File: src/hdl/pida_pkg.sv
`timescale 1ns / 1ps
// ----------------------------------------------------------------------------
// pida_pkg
// Shared widths, codes and types for the positional insert/delete array.
// ----------------------------------------------------------------------------
package pida_pkg;

   localparam int CAPACITY_DEFAULT = 128;
   localparam int KIND_W           = 2;
   localparam int POS_W            = 8;
   localparam int DATA_W           = 32;
   localparam int STATUS_W         = 2;
   localparam int FILL_W           = 8;
   localparam int GROUP            = 16;

   localparam logic [KIND_W-1:0] KIND_INSERT = 2'd0;
   localparam logic [KIND_W-1:0] KIND_DELETE = 2'd1;
   localparam logic [KIND_W-1:0] KIND_READ   = 2'd2;

   localparam logic [STATUS_W-1:0] STATUS_OK     = 2'd0;
   localparam logic [STATUS_W-1:0] STATUS_BADPOS = 2'd1;
   localparam logic [STATUS_W-1:0] STATUS_EMPTY  = 2'd2;
   localparam logic [STATUS_W-1:0] STATUS_FULL   = 2'd3;

   typedef struct packed {
      logic                     insert;
      logic                     remove;
      logic [POS_W-1:0]         position;
      logic signed [DATA_W-1:0] value;
   } cell_ctrl_type;

endpackage

File: src/hdl/pida_cell.sv
`timescale 1ns / 1ps
// ----------------------------------------------------------------------------
// pida_cell
// One array entry. Shifts up from its left neighbor on insert, down from its
// right neighbor on delete, and offers its entry when the position hits it.
// ----------------------------------------------------------------------------
module pida_cell import pida_pkg::*; #(
   parameter int IDX_W = 8,
   parameter int INDEX = 0
) (
   input  logic                     clock,
   input  cell_ctrl_type            ctrl,
   input  logic signed [DATA_W-1:0] left_data,
   input  logic signed [DATA_W-1:0] right_data,
   output logic signed [DATA_W-1:0] data,
   output logic signed [DATA_W-1:0] hit_data
);

   localparam logic [IDX_W-1:0] MyIndex = IDX_W'(INDEX);

   logic [IDX_W-1:0]         pos_ext;
   logic                     at_pos;
   logic                     above_pos;
   logic signed [DATA_W-1:0] data_ff;
   logic signed [DATA_W-1:0] data_in;

   assign pos_ext   = IDX_W'(ctrl.position);
   assign at_pos    = (MyIndex == pos_ext);
   assign above_pos = (MyIndex > pos_ext);

   always_comb begin
      data_in = data_ff;
      if (ctrl.insert) begin
         if (at_pos) data_in = ctrl.value;
         else if (above_pos) data_in = left_data;
      end else if (ctrl.remove) begin
         if (at_pos || above_pos) data_in = right_data;
      end
   end

   always_ff @(posedge clock) begin
      data_ff <= data_in;
   end

   assign data     = data_ff;
   assign hit_data = at_pos ? data_ff : '0;

endmodule

File: config.mk
export PLATFORM = sky130hd
export DESIGN_NAME = pida_cell
export DESIGN_NICKNAME = d
export VERILOG_FILES = /design/src/hdl/pida_pkg.sv /design/src/hdl/pida_cell.sv
export SDC_FILE = /design/constraint.sdc
export NUM_CORES = 1
export LEC_CHECK = 0
export ABC_AREA = 1
export BUFFER_PORTS_ARGS = -buffer_cell sky130_fd_sc_hd__clkbuf_2
export CAP_MARGIN = 20
export CORE_MARGIN = 5
export CORE_UTILIZATION = 40
export DETAILED_ROUTE_END_ITERATION = 10
export PLACE_DENSITY = 0.8
export SETUP_SLACK_MARGIN = 0.05
export SYNTH_ARGS = -nofsm -noshare
export SYNTH_HDL_FRONTEND = slang
export SYNTH_SLANG_ARGS = --single-unit
File: constraint.sdc
create_clock -name clock -period 3.3 [get_ports clock]
set_input_delay 0.66 -clock clock [delete_from_list [all_inputs] [get_ports clock]]
set_output_delay 0.66 -clock clock [all_outputs]
set_load 0.01 [all_outputs]
* Word-level counts from Yosys, hierarchy flattened
Index checks and enable logic that the tools add are counted.
** Word-level totals
- Bits in registers :: 32
- Input bits :: 107
- Output and inout port bits :: 64
- Word-level logic and storage cells :: 14
** Operators by class
- $lt $le $gt $ge :: 1
- Equal/unequal tests :: 1
- Muxes and demuxes :: 6
- Reduce and logical (&&, ||, !) cells :: 5
** Operators with widths (number)
- two-way mux 32 bit :: 6
- > comparator 1 x 8 -> 1 bit, first input constant :: 1
- logical NOT 8 bit :: 1
- nonzero test 2 bit :: 2
- != test 3 x 1 -> 1 bit, second input constant :: 1
- AND reduction 3 bit :: 1
- logical OR 1 bit :: 1

* Depth between registers and ports, before layout
- Depth in word-level cells :: 5
- Depth in mapped cells :: 7
- Mapped depth without buffers :: 6

* Worst setup path before layout
OpenSTA, ideal clock, no wires.
- Path type :: in2reg
- From :: input ctrl[35] in the netlist's numbering
- To :: register data_ff[0] (netlist: data[0]) (enable)
- Setup time :: 421 ps
- Data arrival time :: 2516 ps
- Data required time :: 2879 ps
- Path slack :: 363 ps
- Cell stages on the path :: 5
- Buffers on the path :: 0
- Cell sequence :: nor2_1 nand2_2 nor2_8 inv_2 nor2_1
** Between the ends
- Cells in the longest elaborated chain, start to end :: 4
- Elaborated cells between the ends (all ways) :: 6
- Classes of those cells :: 1 x order compare; 1 x eq/ne; 4 x reduce/logical
** Ends and longest elaborated chain
- start, declared :: line pida_cell.sv:12 : input cell_ctrl_type ctrl,
- > comparator 1 x 8 -> 1 bit / logical NOT 8 bit (equally long branches) :: line pida_cell.sv:29, pida_cell.sv:28
- logical OR 1 bit :: line pida_cell.sv:37 : if (at_pos || above_pos) data_in = right_data;
- nonzero test 2 bit (no line)
- AND reduction 3 bit (no line) *
- end signal, assigned :: line pida_cell.sv:42 : data_ff <= data_in;
- end, declared :: line pida_cell.sv:24 : logic signed [DATA_W-1:0] data_ff;
Every way passes the cells marked *; elsewhere a longest branch is shown, timed or not.
A chain may end at the register's enable or synchronous reset.

* Worst setup path in the final report
- From :: input ctrl[33] in the netlist's numbering
- To :: output hit_data[11]
** Between the ends
- Cells in the longest elaborated chain, start to end :: 2
** Ends and longest elaborated chain
- logical NOT 8 bit :: line pida_cell.sv:28 : assign at_pos = (MyIndex == pos_ext);
- two-way mux 32 bit :: line pida_cell.sv:46 : assign hit_data = at_pos ? data_ff : '0;
- end, declared :: line pida_cell.sv:16 : output logic signed [DATA_W-1:0] hit_data
No other way between the ends.

==> impl_metrics.env <==
export IMPL_die_area_um2=7270
export IMPL_hold_slack_ns=0.656
export IMPL_core_area_um2=5510
export IMPL_post_cts_resized=0
export IMPL_start_kind="input pin"
export IMPL_p_int_mw=0.677
export IMPL_synth_flop_cell="edfxtp_1"
export IMPL_cts_tree="done"
export IMPL_required_ns=2.64
export IMPL_clock_path_buffers=2
export IMPL_grt_total_usage=0.200
export IMPL_portBuffers=170
export IMPL_arrival_ns=1.63
export IMPL_grt_ovfl_total=0
export IMPL_netlist_cell_type_count=13
export IMPL_fillCellCount=547
export IMPL_root_buffer="clkbuf_8"
export IMPL_globalplace_congestion=0.796
export IMPL_power_switching_mw=0.201
export IMPL_min_period_over_period=0.693
export IMPL_yosys_top_cells_area="edfxtp_1 (42%), nand2_1 (16%), inv_1 (11%)"
export IMPL_netlist_area_um2=2270
export IMPL_hold_viol_final=0
export IMPL_numCtsBuffers=5
export IMPL_vias_per_cell=4.50
export IMPL_die_w_um=85.3
export IMPL_crit_path_end_kind="output port"
export IMPL_drtPass1Iterations=4
export IMPL_crit_chain="clkbuf_2 -> nor2_1 -> nand2_2 -> nor2_8 -> inv_2 -> nor2_1 -> clkbuf_2"
export IMPL_rsz0062_at_grt="no"
export IMPL_syn_avg_cell_area_um2=7.13
export IMPL_vias=2497
export IMPL_post_drt_wl_per_cell_um=13.1
export IMPL_grt_start_max_net_pins=34
export IMPL_synth_edf_count=32
export IMPL_dpl_hpwl_um=5740
export IMPL_report_final_slew_viol_count=0
export IMPL_area_delta_synth_final_pct=41.8
export IMPL_drive_gt1_frac=0.385
export IMPL_multi_input_area_um2=938
export IMPL_p_leak_nw=1.89
export IMPL_syn_inst=318
export IMPL_drt_total_wl_um=7290
export IMPL_finalNetCount=589
export IMPL_cp_slowest_cell="inv_2"
export IMPL_ctsHoldBuffers=0
export IMPL_grt_pass1_vias=2460
export IMPL_cap_violations=0
export IMPL_post_cts_buffers=0
export IMPL_worst_ir_drop_vdd_mv=0.153
export IMPL_yosysMostFrequentCell="nand2_1"
export IMPL_ant_nets=0
export IMPL_setup_viol=0
export IMPL_largest_reg_flops=32
export IMPL_tightest_slew_ns=0.955
export IMPL_seq_power_share=0.515
export IMPL_cts_sink_count=32
export IMPL_ys_ff_latch=32
export IMPL_drc=0
export IMPL_top_level_ports=171
export IMPL_crit_family="simple AND/OR/NAND/NOR gates"
export IMPL_synth_net_count=425
export IMPL_drt_iter0_drc=90
export IMPL_grt_pass1_wl_um=11700
export IMPL_status="finished clean"
export IMPL_seqCellArea_um2=961
export IMPL_synth_top_cells_by_count="nand2_1 (96), inv_1 (65), nor2_1 (38)"
export IMPL_comb_power_share=0.170
export IMPL_hold_class="in2reg"
export IMPL_cp_num_buf_inv=3
export IMPL_start_util=0.411
export IMPL_synth_top_cell_by_area="edfxtp_1"
export IMPL_path_clk_slew_ns=0.06
export IMPL_tns_ns=0
export IMPL_synth_warnings=0
export IMPL_slew_headroom=0.363
export IMPL_die_h_um=85.3
export IMPL_async_reset_ff_frac=0
export IMPL_fin_crit_ns=2.29
export IMPL_fmax_mhz=437
export IMPL_ys_seq_area_frac=0.424
export IMPL_num_rows=27
export IMPL_synth_top_area_frac=0.424
export IMPL_clockPowerShare=0.314
export IMPL_swShare=0.229
export IMPL_antenna_found_initial=0
export IMPL_diodes=0
export IMPL_criticalPathCategory="in2out"
export IMPL_htree_levels=2
export IMPL_critPathMaxStageDelay_ns=0.21
export IMPL_p_per_area_nw_per_um2=273
export IMPL_crit_path_max_fanout=33
power groups by stage:
stage               clock [mW]  sequential (mW)  combinational, mW
global placement             0            0.461              0.147
detailed placement           0            0.461              0.150
CTS                      0.289            0.452              0.151
floorplan                    0            0.462             0.0715
global route             0.310            0.452              0.171
finish                   0.276            0.453              0.150
final cells by class:
class / count / area share
flip-flops and latches: 32 / 0.299
well taps: 72 / 0.0280
clock inverters: 1 / 0.00117
multi-input cells: 201 / 0.292
clock buffers: 7 / 0.0238
inverters: 66 / 0.0771
repair buffers: 176 / 0.279
final timing paths:
check / from / end / cells after the start
worst max-delay path: ctrl[33] / hit_data[11] / 7
worst min-delay path: right_data[19] / data[19] / 3
layout by cell type, fill, tap and decap left out:
cell	instances
nor2_1	37
nand2_2	2
nand3_1	32
clkbuf_8	5
buf_4	6
edfxtp_1	32
clkbuf_1	2
clkinv_1	1
nor2_8	1
inv_2	1
o21bai_1	32
nand2_1	96
nor2_2	1
clkbuf_2	170
inv_1	65
logic make-up (layout without fill, tap and decap cells):
group,Yosys count,count (layout),share of synthesized area
AO/OA/AOI/OAI,32,32,0.106
buffers and inverters,85,250,0.163
AND/OR/NAND/NOR,169,169,0.307
flip-flops,32,32,0.424
per-layer routing:
metal  vias to the layer above  part of all wire  global-route usage  wire (µm)
li1                       1292                 -                   -          -
met1                      1092              0.39               0.242       2810
met2                       105              0.52               0.359       3820
met3                         8             0.084              0.0456        612
met4                         0            0.0060              0.0460         44
met5                         -                 0                   0          0
metrics by stage:
stage	total power [mW]	util	cell area [µm²]	setup WS [ns]	cells
final	0.878	0.584	3210	1.01	555
after floorplan	0.533	-	2270	0.363	318
after CTS	0.892	0.584	3210	0.984	555
after global placement	0.608	0.569	3130	1.00	547
after detailed placement	0.611	0.569	3130	0.985	547
after global routing	0.933	0.584	3210	0.861	555
No activity file was read; power rests on OpenSTA's default activity.
